$ cat config.mk
export PLATFORM = sky130hd
export DESIGN_NAME = tmcw_queue
export DESIGN_NICKNAME = d
export VERILOG_FILES = /design/src/rtl/tmcw_pkg.sv /design/src/rtl/tmcw_queue.sv
export SDC_FILE = /design/constraint.sdc
export NUM_CORES = 1
export LEC_CHECK = 0
export BUFFER_PORTS_ARGS = -buffer_cell sky130_fd_sc_hd__buf_4
export CAP_MARGIN = 20
export CORE_MARGIN = 2
export CORE_UTILIZATION = 35
export DETAILED_ROUTE_END_ITERATION = 6
export PLACE_DENSITY_LB_ADDON = 0.3
export SETUP_SLACK_MARGIN = 0.3
export SLEW_MARGIN = 20
export SYNTH_ARGS = -nofsm -noshare
export SYNTH_HDL_FRONTEND = slang
export SYNTH_SLANG_ARGS = --single-unit
$ cat constraint.sdc
create_clock -name clock -period 2.7 [get_ports clock]
set_input_delay 0.27 -clock clock [delete_from_list [all_inputs] [get_ports clock]]
set_output_delay 0.27 -clock clock [all_outputs]
set_load 0.02 [all_outputs]
$ cat src/rtl/tmcw_pkg.sv
// Shared types, constants and helpers for the text mode console writer.
// No dependencies; every rtl module refers to this package by scoped names.
package tmcw_pkg;

   localparam int ROWS   = 25;
   localparam int COLS   = 80;
   localparam int CELLS  = ROWS * COLS;
   localparam int ROW_W  = $clog2(ROWS);
   localparam int COL_W  = $clog2(COLS);
   localparam int ADDR_W = $clog2(CELLS);
   localparam int LIN_W  = (ADDR_W > 11) ? ADDR_W : 11;

   localparam int Q_DEPTH = 2;
   localparam int Q_AW    = $clog2(Q_DEPTH);

   localparam logic [7:0] CH_NEWLINE = 8'd10;
   localparam logic [7:0] CH_RETURN  = 8'd13;
   localparam logic [7:0] CH_SPACE   = 8'd32;
   localparam logic [7:0] ATTR_RESET = 8'd15;

   localparam logic [2:0] OP_PUT_DEFAULT = 3'd0;
   localparam logic [2:0] OP_PUT_COLOR   = 3'd1;
   localparam logic [2:0] OP_BACKSPACE   = 3'd2;
   localparam logic [2:0] OP_CLEAR       = 3'd3;
   localparam logic [2:0] OP_SET_POS     = 3'd4;
   localparam logic [2:0] OP_READ_CELL   = 3'd5;

   localparam logic [ROW_W-1:0]  LAST_ROW        = ROW_W'(ROWS - 1);
   localparam logic [COL_W-1:0]  LAST_COL        = COL_W'(COLS - 1);
   localparam logic [ROW_W-1:0]  ROW_ONE         = ROW_W'(1);
   localparam logic [COL_W-1:0]  COL_ONE         = COL_W'(1);
   localparam logic [ADDR_W-1:0] ADDR_ONE        = ADDR_W'(1);
   localparam logic [ADDR_W-1:0] ADDR_LAST       = ADDR_W'(CELLS - 1);
   localparam logic [ADDR_W-1:0] ADDR_ROW_STRIDE = ADDR_W'(COLS);
   localparam logic [ADDR_W-1:0] ADDR_LAST_ROW   = ADDR_W'(CELLS - COLS);

   typedef struct packed {
      logic [2:0] operation;
      logic [7:0] char_code;
      logic [7:0] color;
      logic [4:0] row;
      logic [6:0] col;
   } req_type;

   typedef struct packed {
      logic [4:0]  cursor_row_out;
      logic [6:0]  cursor_col_out;
      logic [10:0] cursor_offset;
      logic [7:0]  read_char;
      logic [7:0]  read_attr;
   } rsp_type;

   typedef enum logic [2:0] {
      CMD_PUT,
      CMD_NEWLINE,
      CMD_RETURN,
      CMD_BACKSPACE,
      CMD_CLEAR,
      CMD_SET_POS,
      CMD_READ,
      CMD_NOP
   } cmd_kind_type;

   typedef struct packed {
      cmd_kind_type     kind;
      logic [7:0]       ch;
      logic [7:0]       attr;
      logic [ROW_W-1:0] row;
      logic [COL_W-1:0] col;
   } cmd_type;

   typedef enum logic [2:0] {
      ST_FILL,
      ST_IDLE,
      ST_READ,
      ST_COPY,
      ST_DRAIN
   } back_state_type;

   typedef struct packed {
      logic init;      // power-up clearing pass running
      logic pop;       // command taken from the queue this cycle
      logic pop_read;  // taken command is a cell read
   } back_status_type;

   function automatic logic [LIN_W-1:0] lin_index(input logic [ROW_W-1:0] r,
                                                  input logic [COL_W-1:0] c);
      return LIN_W'(r) * LIN_W'(COLS) + LIN_W'(c);
   endfunction

endpackage

$ cat src/rtl/tmcw_queue.sv
// Small command FIFO between front end and back end.
// Depends on tmcw_pkg for the command type and depth.
module tmcw_queue (
   input  logic               clock,
   input  logic               reset,
   input  logic               push,
   input  tmcw_pkg::cmd_type  push_cmd,
   input  logic               pop,
   output tmcw_pkg::cmd_type  head,
   output logic               full,
   output logic               empty
);

   tmcw_pkg::cmd_type entry_ff [tmcw_pkg::Q_DEPTH];
   logic [tmcw_pkg::Q_AW-1:0] wr_ptr_ff, wr_ptr_in;
   logic [tmcw_pkg::Q_AW-1:0] rd_ptr_ff, rd_ptr_in;
   logic [tmcw_pkg::Q_AW:0]   count_ff, count_in;

   assign full  = (32'(count_ff) == tmcw_pkg::Q_DEPTH);
   assign empty = (count_ff == '0);
   assign head  = entry_ff[rd_ptr_ff];

   always_comb begin
      wr_ptr_in = wr_ptr_ff;
      rd_ptr_in = rd_ptr_ff;
      count_in  = count_ff;
      if (push) begin
         wr_ptr_in = (32'(wr_ptr_ff) == tmcw_pkg::Q_DEPTH - 1) ? '0 : wr_ptr_ff + 1'b1;
      end
      if (pop) begin
         rd_ptr_in = (32'(rd_ptr_ff) == tmcw_pkg::Q_DEPTH - 1) ? '0 : rd_ptr_ff + 1'b1;
      end
      if (push && !pop) begin
         count_in = count_ff + 1'b1;
      end else if (pop && !push) begin
         count_in = count_ff - 1'b1;
      end
   end

   always_ff @(posedge clock) begin
      if (reset) begin
         wr_ptr_ff <= '0;
         rd_ptr_ff <= '0;
         count_ff  <= '0;
      end else begin
         wr_ptr_ff <= wr_ptr_in;
         rd_ptr_ff <= rd_ptr_in;
         count_ff  <= count_in;
      end
   end

   always_ff @(posedge clock) begin
      if (push) begin
         entry_ff[wr_ptr_ff] <= push_cmd;
      end
   end

endmodule

After elaboration in Yosys (flattened, before gate mapping)

Memory sizes are Yosys's and may differ from the RTL's. A register that Yosys moved wholly into a read port is not among the register bits.
Index checks and enable logic that the tools add are counted.

Register bits: 4
Bits in writable memories: 62
Word-level logic and storage cells: 23
Output and inout port bits: 33
Input bits: 35
Memories: 1

Add/subtract/negate cells: 4
Muxes and demuxes: 8
Equality and inequality tests: 1
Reduce and logical (&&, ||, !) cells: 6

Memory list:

| memory   | words | width | rd ports | clocked after Yosys merged registers in | write ports | RTL line         | text |
|---|---|---|---|---|---|---|---|
| entry_ff | 2     | 31    | 1        | 1                                       | 1           | tmcw_queue.sv:14 | `tmcw_pkg::cmd_type entry_ff [tmcw_pkg::Q_DEPTH];` |

Operators with widths:

| kind                                                                | number |
|---|---|
| 1-bit 2-to-1 mux                                                    | 6 |
| 2-bit 2-to-1 mux                                                    | 2 |
| 1-bit adder (second input constant)                                 | 2 |
| 2-bit by 1-bit adder with 2-bit output (second input constant)      | 1 |
| 2-bit == test (second input constant)                               | 1 |
| 1-bit logical AND                                                   | 2 |
| 1-bit zero test                                                     | 2 |
| 2-bit zero test                                                     | 1 |
| 2-bit nonzero test                                                  | 1 |
| 2-bit by 1-bit subtractor with 2-bit output (second input constant) | 1 |

Logic depth before layout (Yosys ltp)

Word-level depth: 4
Depth in mapped cells: 5
Mapped depth without buffers: 5

Least setup slack after synthesis

OpenSTA, ideal clock, no wires.

Kind: reg-to-reg
Start point: reg wr_ptr_ff
End point: mem entry_ff[0][0] (netlist name) (enable)
Clock period less this slack: 2.146 ns
Data required time: 2.277 ns
Slack: 0.554 ns
Arrival time: 1.724 ns
Cell stages (with the launch flop): 2
Library setup time: 0.423 ns
Buffers on the path: 0
Cell sequence: dfxtp_1 nor2b_1

RTL lines:

| what                   | RTL line         | text |
|---|---|---|
| from (decl)            | tmcw_queue.sv:15 | `logic [tmcw_pkg::Q_AW-1:0] wr_ptr_ff, wr_ptr_in;` |
| from (signal assigned) | tmcw_queue.sv:46 | `wr_ptr_ff <= wr_ptr_in;` |
| to (decl)              | tmcw_queue.sv:14 |  |

No word-level cell before the write port.

==> metrics.md <==
| Metric | Value |
|---|---|
| Crit path max fanout | `31` |
| Worst Path Required | `2.43 ns` |
| VDD IR max | `0.000268 V` |
| Nets | `232` |
| Setup TNS | `0 ns` |
| Initial antenna violation count | `0` |
| DR pass1 iterations | `4` |
| Final antenna-violating net count | `0` |
| PD cells | `720 mW/mm²` |
| Vias in the first global route | `1281` |
| Via count | `1281` |
| Synth Flop Type | `edfxtp_1` |
| Hold Fails Final Rpt | `0` |
| #FFs+latches synth | `67` |
| Pin count of the biggest net entering global routing | `32` |
| # DRC | `0` |
| Synth area leader | `edfxtp_1` |
| Number of diodes | `0` |
| Sw Pwr | `0.525 mW` |
| GRT Util Overall | `11.2%` |
| Area contributors post-synth | `edfxtp_1 77%, mux2_2 14%, dfxtp_1 4.1%` |
| HPWL Detailed | `2630 µm` |
| Number of synthesized flops with an enable pin | `62` |
| Hold-fix buffers, CTS | `0` |
| First-pass GRT wire length | `6130 µm` |
| Relative slew margins | `70.2%` |
| Max-cap violations | `0` |
| Top cells by count, synth | `62 x edfxtp_1, 31 x mux2_2, 5 x dfxtp_1, 5 x nor2_1, 3 x buf_2` |
| Die Footprint | `0.00764 mm²` |
| Post-synthesis cell type count | `15` |
| Final setup viols | `0` |
| H-tree depth | `3` |
| Worst slew pin tran | `0.447 ns` |
| Clock share of power | `32.3%` |
| HP Class | `in2reg` |
| Routed WL | `4160 µm` |
| Ports | `68` |
| Routed length per placed instance | `14.8 µm` |
| Async S/R FF share, synth | `0%` |
| Chip width | `87.4 µm` |
| Clk Latency, worst-skew pair | `0.33 ns` |
| Critical Path Start Type | `register` |
| Internal power | `1.80 mW` |
| IO Port Bufs | `67` |
| DR vias/cell | `4.56` |
| RSZ-0062 raised after global routing | `false` |
| Core area | `0.00676 mm²` |
| CTS tree | `built` |
| TritonCTS Buffers | `9` |
| Share of the synthesized area in the top cell type | `76.5%` |
| Layout Utilization | `47.8%` |
| Total grt overflow | `0` |
| Reg clk slew, reported paths | `0.06 ns` |
| Type of destination of the critical path | `primary output` |
| Kind of critical path | `reg2out` |
| Share of layout cells above drive strength 1 | `56.7%` |
| GPL Wtd Cong | `0.669` |
| Post-CTS Setup Inserts | `0` |
| Crit path time final | `1.84 ns` |
| Final period util | `68.2%` |
| Fmax | `543 MHz` |
| Cell area after synthesis | `0.00243 mm²` |
| Starting density of the core | `36.0%` |
| Layout Skew | `0.00517 ns` |
| Post-Syn Nets | `154` |
| Sw Share | `22.6%` |
| Status | `completed` |
| Final Slew Violations | `0` |
| Mapped Cells | `118` |
| CTS resizes | `0` |
| Leak | `1.22 nW` |
| Starting DRC count in detailed routing | `45` |
| Comb pwr share | `14.9%` |
| Power share of the sequential group | `52.7%` |
| Floorplan row count | `30` |
| CTS Sinks | `67` |
| Synth-to-Final Area Change | `32.7%` |
| Crit path DAT | `1.57 ns` |
| Seq/Total Area, Yosys | `80.6%` |
| Clk buf depth | `2` |
| Clk root buf | `clkbuf_8` |
| Avg Cell Area, Syn | `20.6 µm²` |
| Die Ht | `87.4 µm` |
| Cell with the most instances after synthesis | `edfxtp_1` |
| Yosys warns | `0` |
[through the flow]
| stage | std cells | hold slack [ns] | cell area (µm²) | power [mW] | setup WS [ns] |
|---|---|---|---|---|---|
| final | 281 | 0.125 | 3230 | 2.32 | 0.858 |
| after global routing | 281 | 0.0950 | 3230 | 2.44 | 0.769 |
| after CTS | 281 | 0.104 | 3230 | 2.36 | 0.792 |
| after detailed placement | 265 | 0.457 | 3050 | 1.60 | 1.18 |
| after global placement | 265 | 0.455 | 3050 | 1.60 | 1.18 |
| after floorplan | 118 | 0.339 | 2430 | 1.44 | 0.554 |
[path summary, 6_finish.rpt]
path	startpoint	end	slack, ns	depth (start not counted)
max	register	head[7]	0.86	3
min	push_cmd[12]	entry_ff[1][12]	0.12	1
max reg2reg	wr_ptr_ff	entry_ff[1][15]	1.40	2
min reg2reg	count_ff[1]	count_ff[1]	0.51	2
[power groups by stage]
stage | Combinational, mW | Clock [mW] | Sequential [mW]
3_3_place_gp | 0.350 | 0 | 1.25
6_report | 0.347 | 0.752 | 1.23
2_1_floorplan | 0.193 | 0 | 1.25
4_1_cts | 0.355 | 0.783 | 1.23
3_5_place_dp | 0.353 | 0 | 1.25
5_1_grt | 0.369 | 0.837 | 1.23
[cell families (layout without fill, tap and decap cells)]
group	after synthesis	after routing	synth area share [%]
simple gates	9	9	1.90
compound gates	2	2	0.411
xor+xnor	4	4	1.44
buf+inv	4	87	0.771
mux	31	31	14.3
flops	67	67	80.6
fa+ha+maj	1	1	0.514
[metal layers]
layer / global-route usage (%) / vias up / wire length [µm]
li1: - / 611 / -
met1: 12.7 / 628 / 1730
met2: 17.6 / 35 / 2160
met3: 3.79 / 7 / 195
met4: 7.97 / 0 / 74
met5: 0 / - / 0
[layout by cell type, fill, tap and decap left out, drive strengths merged]
cell    synthesis  final
inv             1      1
and2            1      1
a21oi           1      1
clkbuf          0     13
nor2            5      5
o21ai           1      1
clkinv          0      2
edfxtp         62     62
bufinv          0      1
or3             1      1
nor2b           1      1
xnor2           2      2
ha              1      1
dfxtp           5      5
xor2            2      2
buf             3     70
mux2           31     31
and2b           1      1
[worst max-delay path, cell delays in order (launching register included)]
cell and delay (ns):
dfxtp_1 0.31, buf_4 0.36, mux2_2 0.40, buf_4 0.16
[area by class of cell]
class | count | area (µm²)
inverters | 1 | 3.75
flip-flops and latches | 67 | 1960
clock buffers | 13 | 139
clock inverters | 3 | 38.8
fillers | 602 | 3530
repair buffers | 70 | 526
well taps | 80 | 100
multi-input cells | 47 | 460
[sequential cells by signal (all words and copies together), names as in the netlist, named ones only]
| register | count |
|---|---|
| entry_ff | 62 |
| count_ff | 2 |
| rd_ptr_ff | 1 |
| wr_ptr_ff | 1 |
No activity file was read; power rests on OpenSTA's default activity.
