File: src/rtl/tmcw_pkg.sv
// Shared types, constants and helpers for the text mode console writer.
// No dependencies; every rtl module refers to this package by scoped names.
package tmcw_pkg;

   localparam int ROWS   = 25;
   localparam int COLS   = 80;
   localparam int CELLS  = ROWS * COLS;
   localparam int ROW_W  = $clog2(ROWS);
   localparam int COL_W  = $clog2(COLS);
   localparam int ADDR_W = $clog2(CELLS);
   localparam int LIN_W  = (ADDR_W > 11) ? ADDR_W : 11;

   localparam int Q_DEPTH = 2;
   localparam int Q_AW    = $clog2(Q_DEPTH);

   localparam logic [7:0] CH_NEWLINE = 8'd10;
   localparam logic [7:0] CH_RETURN  = 8'd13;
   localparam logic [7:0] CH_SPACE   = 8'd32;
   localparam logic [7:0] ATTR_RESET = 8'd15;

   localparam logic [2:0] OP_PUT_DEFAULT = 3'd0;
   localparam logic [2:0] OP_PUT_COLOR   = 3'd1;
   localparam logic [2:0] OP_BACKSPACE   = 3'd2;
   localparam logic [2:0] OP_CLEAR       = 3'd3;
   localparam logic [2:0] OP_SET_POS     = 3'd4;
   localparam logic [2:0] OP_READ_CELL   = 3'd5;

   localparam logic [ROW_W-1:0]  LAST_ROW        = ROW_W'(ROWS - 1);
   localparam logic [COL_W-1:0]  LAST_COL        = COL_W'(COLS - 1);
   localparam logic [ROW_W-1:0]  ROW_ONE         = ROW_W'(1);
   localparam logic [COL_W-1:0]  COL_ONE         = COL_W'(1);
   localparam logic [ADDR_W-1:0] ADDR_ONE        = ADDR_W'(1);
   localparam logic [ADDR_W-1:0] ADDR_LAST       = ADDR_W'(CELLS - 1);
   localparam logic [ADDR_W-1:0] ADDR_ROW_STRIDE = ADDR_W'(COLS);
   localparam logic [ADDR_W-1:0] ADDR_LAST_ROW   = ADDR_W'(CELLS - COLS);

   typedef struct packed {
      logic [2:0] operation;
      logic [7:0] char_code;
      logic [7:0] color;
      logic [4:0] row;
      logic [6:0] col;
   } req_type;

   typedef struct packed {
      logic [4:0]  cursor_row_out;
      logic [6:0]  cursor_col_out;
      logic [10:0] cursor_offset;
      logic [7:0]  read_char;
      logic [7:0]  read_attr;
   } rsp_type;

   typedef enum logic [2:0] {
      CMD_PUT,
      CMD_NEWLINE,
      CMD_RETURN,
      CMD_BACKSPACE,
      CMD_CLEAR,
      CMD_SET_POS,
      CMD_READ,
      CMD_NOP
   } cmd_kind_type;

   typedef struct packed {
      cmd_kind_type     kind;
      logic [7:0]       ch;
      logic [7:0]       attr;
      logic [ROW_W-1:0] row;
      logic [COL_W-1:0] col;
   } cmd_type;

   typedef enum logic [2:0] {
      ST_FILL,
      ST_IDLE,
      ST_READ,
      ST_COPY,
      ST_DRAIN
   } back_state_type;

   typedef struct packed {
      logic init;      // power-up clearing pass running
      logic pop;       // command taken from the queue this cycle
      logic pop_read;  // taken command is a cell read
   } back_status_type;

   function automatic logic [LIN_W-1:0] lin_index(input logic [ROW_W-1:0] r,
                                                  input logic [COL_W-1:0] c);
      return LIN_W'(r) * LIN_W'(COLS) + LIN_W'(c);
   endfunction

endpackage

File: src/rtl/tmcw_front.sv
// Front end: accepts requests, holds the default attribute register and
// turns each request into a decoded command. Depends on tmcw_pkg.
module tmcw_front (
   input  logic               clock,
   input  logic               reset,
   input  logic               start,
   input  tmcw_pkg::req_type  req,
   input  logic               csr_wr_en,
   input  logic [7:0]         csr_wr_data,
   input  logic               q_full,
   input  logic               init_busy,
   output logic               busy,
   output logic               push,
   output tmcw_pkg::cmd_type  push_cmd,
   output logic [7:0]         default_attr
);

   logic [7:0] attr_ff;
   logic [7:0] attr_in;
   logic [tmcw_pkg::ROW_W-1:0] sat_row;
   logic [tmcw_pkg::COL_W-1:0] sat_col;

   always_comb begin
      attr_in = attr_ff;
      if (csr_wr_en) begin
         attr_in = csr_wr_data;
      end
   end

   always_ff @(posedge clock) begin
      if (reset) begin
         attr_ff <= tmcw_pkg::ATTR_RESET;
      end else begin
         attr_ff <= attr_in;
      end
   end

   assign default_attr = attr_ff;
   assign busy         = q_full || init_busy;
   assign push         = start && !busy;

   always_comb begin
      if (32'(req.row) >= 32'(tmcw_pkg::ROWS)) begin
         sat_row = tmcw_pkg::LAST_ROW;
      end else begin
         sat_row = tmcw_pkg::ROW_W'(req.row);
      end
      if (32'(req.col) >= 32'(tmcw_pkg::COLS)) begin
         sat_col = tmcw_pkg::LAST_COL;
      end else begin
         sat_col = tmcw_pkg::COL_W'(req.col);
      end
   end

   always_comb begin
      push_cmd.ch   = req.char_code;
      push_cmd.attr = attr_ff;
      push_cmd.row  = sat_row;
      push_cmd.col  = sat_col;
      case (req.operation)
         tmcw_pkg::OP_PUT_DEFAULT: begin
            if (req.char_code == tmcw_pkg::CH_NEWLINE) begin
               push_cmd.kind = tmcw_pkg::CMD_NEWLINE;
            end else if (req.char_code == tmcw_pkg::CH_RETURN) begin
               push_cmd.kind = tmcw_pkg::CMD_RETURN;
            end else begin
               push_cmd.kind = tmcw_pkg::CMD_PUT;
            end
         end
         tmcw_pkg::OP_PUT_COLOR: begin
            push_cmd.attr = req.color;
            if (req.char_code == tmcw_pkg::CH_NEWLINE) begin
               push_cmd.kind = tmcw_pkg::CMD_NEWLINE;
            end else begin
               push_cmd.kind = tmcw_pkg::CMD_PUT;
            end
         end
         tmcw_pkg::OP_BACKSPACE: push_cmd.kind = tmcw_pkg::CMD_BACKSPACE;
         tmcw_pkg::OP_CLEAR:     push_cmd.kind = tmcw_pkg::CMD_CLEAR;
         tmcw_pkg::OP_SET_POS:   push_cmd.kind = tmcw_pkg::CMD_SET_POS;
         tmcw_pkg::OP_READ_CELL: push_cmd.kind = tmcw_pkg::CMD_READ;
         default:                push_cmd.kind = tmcw_pkg::CMD_NOP;
      endcase
   end

endmodule

File: config.mk
export PLATFORM = sky130hd
export DESIGN_NAME = tmcw_front
export DESIGN_NICKNAME = d
export VERILOG_FILES = /design/src/rtl/tmcw_pkg.sv /design/src/rtl/tmcw_front.sv
export SDC_FILE = /design/constraint.sdc
export NUM_CORES = 1
export LEC_CHECK = 0
export ABC_AREA = 1
export BUFFER_PORTS_ARGS = -buffer_cell sky130_fd_sc_hd__buf_2
export CORE_ASPECT_RATIO = 0.75
export CORE_MARGIN = 1.5
export CORE_UTILIZATION = 34
export DETAILED_ROUTE_END_ITERATION = 10
export PLACE_DENSITY_LB_ADDON = 0.2
export SLEW_MARGIN = 15
export SYNTH_ARGS = -nofsm -noshare
export SYNTH_HDL_FRONTEND = slang
export SYNTH_SLANG_ARGS = --single-unit
File: constraint.sdc
create_clock -name clock -period 0.92 [get_ports clock]
set_input_delay 0.046 -clock clock [delete_from_list [all_inputs] [get_ports clock]]
set_output_delay 0.046 -clock clock [all_outputs]
set_load 0.05 [all_outputs]
Word level (Yosys, flattened, before mapping)
Index checks and enable logic that the tools add are counted.
{"block": "word_totals", "reg_bits": 8, "output_inout_bits": 41, "wordCells": 21}
{"block": "op_classes", "order_cmp": 2, "eq_ne": 7, "n_mux": 7, "reduce_logical": 4}
{"operator": "$pmux W3 S6", "n": 1}
{"operator": "$eq A8 B4 Y1 const B", "n": 2}
{"operator": "$mux W8", "n": 1}
{"operator": "$ge A7 B7 Y1 const B", "n": 1}
{"operator": "$mux W7", "n": 1}
{"operator": "$eq A3 B2 Y1 const B", "n": 2}
{"operator": "$eq A3 B3 Y1 const B", "n": 2}
{"operator": "$ge A5 B5 Y1 const B", "n": 1}
{"operator": "$mux W5", "n": 1}
{"operator": "$mux W2", "n": 2}
{"operator": "$eq A3 B1 Y1 const B", "n": 1}
{"operator": "$logic_not A3 Y1", "n": 1}
{"operator": "$logic_and A1 B1 Y1", "n": 1}
{"operator": "$logic_not A1 Y1", "n": 1}
{"operator": "$logic_or A1 B1 Y1", "n": 1}
{"operator": "$mux W1", "n": 1}

Depth between registers and ports, before layout
Gate-level depths: netlist (run 1).
{"block": "logic_depth", "ltp_word": 4, "depth_mapped": 5}

Worst setup path before layout (run 1)
Ideal clock, no wire load.
{"block": "synth_path", "kind": "input port to output port", "from": "input port init_busy", "to": "output port push", "arrival_ps": 1194, "required_time_ps": 874, "slack_ps": -320, "stages": 2, "n_path_buf": 0, "path_cell_list": "or2_1 nor2_1"}
{"block": "synth_via", "elab_chain_cells": 3}
{"item": "start: declaration", "line": "tmcw_front.sv:11", "rtl": "input logic init_busy,"}
{"item": "$logic_or A1 B1 Y1", "line": "tmcw_front.sv:39", "rtl": "assign busy = q_full || init_busy;"}
{"item": "$logic_not A1 Y1", "line": "tmcw_front.sv:40", "rtl": "assign push = start && !busy;"}
{"item": "$logic_and A1 B1 Y1", "line": "tmcw_front.sv:40"}
{"item": "end: declaration", "line": "tmcw_front.sv:13", "rtl": "output logic push,"}
No other way between the ends.

==> impl_metrics.yaml, run 1 <==
job:
  cap_violations: 0
cts:
  worstSkewPairLatency_ps: 260
  clockBufferDepth: 2
  cts.sinks: 8
  clk_pin_slew_ps: 60
  numCtsBuffers: 3
  cts_tree: "built"
  clockRootBuffer: "clkbuf_4"
  h-tree-depth: 1
logic_synthesis:
  synth.top_cell.area_share_pct: 23.4
  ys.flop_type: "dfxtp_1"
  synth_cell_types: 19
  ys_seq_elements: 8
  syn_nets: 165
  syn_avg_cell_area_um2: 5.71
  yosysSeqAreaShare_pct: 23.4
  synthTopCellsByArea: "dfxtp_1 23%, nand2_1 21%, buf_4 9.9%, nand3_1 9.5%, inv_1 8.8%"
  syn_inst: 120
  async_reset_ff_share_pct: 0
  ys_warn_count: 0
  synth.cell_area_um2: 686
  yosys.area.top_type: "dfxtp_1"
  synth_edf_count: 0
timing:
  max_freq_mhz: 1060
  rsz0062_at_grt: "true"
  hold_viol: 0
  worst_clock_skew_ps: 0
  fin_crit_sh_pct: 102
  drv_slew: 0
  period_needed_ps: 943
  setup_ws_ps: -22.6
  worst_pin_slew_ps: 257
  hold_ws_ps: 7.11
  slew_headroom_pct: 83.0
  setup_viol_count_final: 5
place:
  hpwl_um: 1840
  place.gp.congestion: 0.680
  dpl_worst_slack_ps: -34.9
  placedInstanceArea_um2: 1140
  place_inst: 220
  portBuffers: 85
final_layout:
  fin_cells: 228
  finalNetCount: 253
  design_area_um2: 1310
  syn2layout_area_growth_pct: 91.6
  largest_register_ffs: 8
  diodes: 0
  n_fill_cell: 159
  final_common_cell: "buf_2"
  drive_gt1_share_pct: 59.2
  final_cell_mix: "72 x buf_2, 28 x nand2_1, 16 x inv_1"
global_route:
  grt_pass1_wl_um: 3290
  grt_pass1_vias: 880
  grt-ovfl-total: 0
  grt_use_total_pct: 19.5
  antenna_found_initial: 0
  grt_max_degree: 10
detailed_routing:
  num_vias: 1043
  wl_per_cell_um: 9.98
  wl_um: 2280
  drt-initial-drc-count: 18
  drtAntennaViolNets: 0
  drc: 0
  via_per_inst: 4.57
  dr.pass1.iters: 5
pwr:
  cellPowerDensity_nw_per_um2: 1250
  leakagePower_nw: 0.785
  vdd_drop_max_uv: 862
  power.total_mw: 1.64
run_status:
  status: "finished with violations"
  violations: "setup timing"
critical_path:
  path_max_fanout: 3
  crit_start: "default_attr[4]$_SDFFE_PP0P_"
  arrival_ps: 900
  regToRegStartpoint: "default_attr[6]$_SDFFE_PP0P_"
  required_ps: 870
  cp-start-kind: "register"
  endpoint_kind: "output port"
  ff2ff_setup_slack_ps: 150
  critPathKind: "reg -> out"
die:
  num_io_pins: 86
  row_count: 13
  core_um2: 1810
  die_area_um2: 2300
  start_util_pct: 38.0
  die_w_um: 54.9
  die_y_um: 41.9
worst_hold_path:
  min-delay-start: "csr_wr_data[7]"
  min_path_type: "in -> reg"
==> metrics by stage <==
step                TNS, ps  utilization [%]
finish                -58.8             72.8
global route           -472             72.8
CTS                   -82.0             71.6
detailed placement     -149             63.3
global placement      -22.1             63.3
floorplan             -94.0                -
==> kinds of logic after synthesis <==
| logic type | share of synthesized area, % |
|---|---|
| compound gates | 8.94 |
| simple gates | 44.5 |
| buf+inv | 23.2 |
| flops | 23.4 |
==> power breakdown <==
part / switching [mW] / internal, mW
clock: 0.132 / 0.150
sequential: 0.0184 / 0.376
combinational: 0.640 / 0.320
total: 0.791 / 0.847
==> cell type report <==
type | count | area (µm²) | share of cell area (%)
inverter | 17 | 63.8 | 4.86
clock buffer | 3 | 22.5 | 1.71
tap | 22 | 27.5 | 2.10
multi-input combinational | 81 | 399 | 30.4
sequential | 8 | 170 | 13.0
timing repair buffer | 97 | 631 | 48.0
==> what timing repair did <==
action / in CTS / in global routing
gates resized for setup: 24 / 9
setup endpoints to repair: 9 / 16
pin swaps: 0 / 2
hold endpoints to repair: 4 / 0
hold buffers: 4 / 0
cloned: 0 / 0
buffers inserted: 1 / 0
==> worst max-delay path, cell delays in order, from the launching register on <==
cell and delay [ps]:
dfxtp_2 340, nand2_1 80, nand2_2 80, buf_8 140
==> Yosys cell counts, types with 3 or more instances <==
cell type and count:
nand2_1 38, inv_1 16, nor2_1 15, nand3_1 13, buf_4 9, dfxtp_1 8, o21ai_0 5, a21boi_0 3
clkbuf_1 3
==> final timing paths <==
check                                 end  cells after the start
max                          push_cmd[16]                      3
max reg2reg  default_attr[6]$_SDFFE_PP0P_                      3
min reg2reg  default_attr[0]$_SDFFE_PP1P_                      2
min          default_attr[7]$_SDFFE_PP0P_                      3
==> routing by layer <==
layer  share of wire [%]  GRT usage (%)  up-vias
met5                   0              0        -
met4                0.75           6.00        0
met3                 8.4           4.32        4
met2                  55           39.0       54
met1                  36           18.2      456
li1                    -              -      529
No activity file was read; power rests on OpenSTA's default activity.
==> inputs of run 2 (changes only) <==
Settings changed: BUFFER_PORTS_ARGS -buffer_cell sky130_fd_sc_hd__buf_2 to -buffer_cell sky130_fd_sc_hd__clkbuf_2.
==> run 2 against run 1 <==
Compared with the run above:
- the flow still finishes with violations (setup timing)
- count of clock-buffer cells in the layout is the same
- first-iteration DRC count fell by 33%
- core utilization up 1.8 points
- fmax hardly changed
- worst hold slack gained 1.1 ps
- power rose by 0.77%
- worst setup slack lost 0.79 ps
==> impl_metrics.yaml, run 2 (synthesized netlist as in run 1, its figures left out) <==
critical_path:
  required_ps: 870
  cp-start-kind: "register"
  cpMaxStageDelayCell: "dfxtp_2"
  path_buf_inv: 1
  cpPeakStageDelay_ps: 340
  arrival_ps: 900
  cpMostUsedCell: "nand2_2"
  critPathKind: "reg -> out"
  cp_cell_sequence: "nand2_2 > nand2_2 > clkbuf_16"
  ff2ff_setup_slack_ps: 280
  crit_start: "default_attr[5]$_SDFFE_PP0P_"
  endpoint_kind: "output port"
  critPathTopFamily: "flip-flops"
  rr_worst_depth: 2
  path_max_fanout: 3
  regToRegStartpoint: "default_attr[5]$_SDFFE_PP0P_"
  rr_endpoint: "default_attr[5]$_SDFFE_PP0P_"
timing:
  hold_viol: 0
  drv_slew: 0
  rsz0062_at_grt: "true"
  setup_ws_ps: -23.4
  period_needed_ps: 943
  worst_clock_skew_ps: 0
  fin_crit_sh_pct: 103
  slew_headroom_pct: 81.4
  max_freq_mhz: 1060
  tns_ps: -32.7
  worst_pin_slew_ps: 281
  setup_viol_count_final: 2
global_route:
  grt_util_met2_pct: 39.3
  antenna_found_initial: 0
  grt_pass1_vias: 907
  grt_use_total_pct: 20.4
  grt_max_degree: 10
  busiest_layer: "met2"
  grtUsageMet3_pct: 5.40
  grt-ovfl-total: 0
  grt_pass1_wl_um: 3480
  grt_use_met1_pct: 20.7
place:
  portBuffers: 85
  placedInstanceArea_um2: 1150
  place.gp.congestion: 0.680
  hpwl_um: 1820
pwr:
  vdd_drop_max_uv: 822
  cellPowerDensity_nw_per_um2: 1230
  leakagePower_nw: 0.817
final_layout:
  drive_gt1_share_pct: 59.8
  design_area_um2: 1350
  diodes: 0
  fin_util_pct: 74.6
  largest_register_ffs: 8
  final_cell_mix: "64 x clkbuf_2, 28 x nand2_1, 16 x inv_1"
  finalNetCount: 251
  final_common_cell: "clkbuf_2"
  syn2layout_area_growth_pct: 96.4
detailed_routing:
  drtAntennaViolNets: 0
  drc: 0
  dr.pass1.iters: 4
  wl_per_cell_um: 9.91
  num_vias: 1019
  wl_um: 2240
  via_per_inst: 4.51
  drt-initial-drc-count: 12
cts:
  clockBufferDepth: 2
  clockRootBuffer: "clkbuf_4"
  cts_tree: "built"
  worstSkewPairLatency_ps: 250
  clk_pin_slew_ps: 50
  h-tree-depth: 1
  cts.sinks: 8
  cts_setup_buffers: 0
  numCtsBuffers: 3
die:
  row_count: 13
  start_util_pct: 38.0
  die_y_um: 41.9
  die_area_um2: 2300
  die_w_um: 54.9
  num_io_pins: 86
  core_um2: 1810
job:
  cap_violations: 0
worst_hold_path:
  hold_path_depth: 3
  min_to: "default_attr[0]$_SDFFE_PP1P_"
  min-delay-start: "csr_wr_data[0]"
  min_path_type: "in -> reg"
run_status:
  violations: "setup timing"
  status: "finished with violations"
run 2: final cells by class:
| class | count | area (µm²) |
|---|---|---|
| Clock buffer | 3 | 22.5 |
| Inverter | 17 | 63.8 |
| Fill cell | 174 | 459 |
| Sequential cell | 8 | 170 |
| Tap cell | 22 | 27.5 |
| Multi-Input combinational cell | 81 | 404 |
| Timing Repair Buffer | 95 | 658 |
run 2: per-layer routing:
layer,wire length (µm),share of wire [%]
met1,849,38
met3,178,7.9
met5,0,0
met4,17,0.76
met2,1190,53
run 2: timing repair:
action,in CTS,in global routing
hold endpoints to repair,2,0
gates resized for setup,25,25
pin swaps,0,1
hold buffers,2,0
endpoints found under the setup margin,12,17
run 2: report_power, final:
group / internal [mW] / switching [mW]
sequential: 0.377 / 0.0190
combinational: 0.341 / 0.642
clock: 0.149 / 0.122
total: 0.867 / 0.783
run 2: worst max path at each step:
stage	end	cells after the start
final	push_cmd[17]	3
after global placement	push_cmd[18]	6
after global routing	push_cmd[17]	3
after CTS	push_cmd[12]	3
after floorplan	push	2
after detailed placement	push_cmd[19]	6
run 2: per-stage QoR:
| stage | hold slack (ps) | total power, mW | cells | setup WS (ps) |
|---|---|---|---|---|
| 3_3_place_gp | 256 | 1.25 | 221 | -10.1 |
| 4_1_cts | 7.37 | 1.63 | 226 | -26.2 |
| 5_1_grt | 21.1 | 1.74 | 226 | -63.6 |
| 2_1_floorplan | 172 | 1.02 | 120 | -94.0 |
| 6_report | 8.23 | 1.65 | 226 | -23.4 |
| 3_5_place_dp | 264 | 1.26 | 221 | -45.4 |
run 2: worst reg2reg max path, stage by stage (launching register included):
cell	delay (ps)
dfxtp_2	320
o21ai_0	160
nor2_1	50
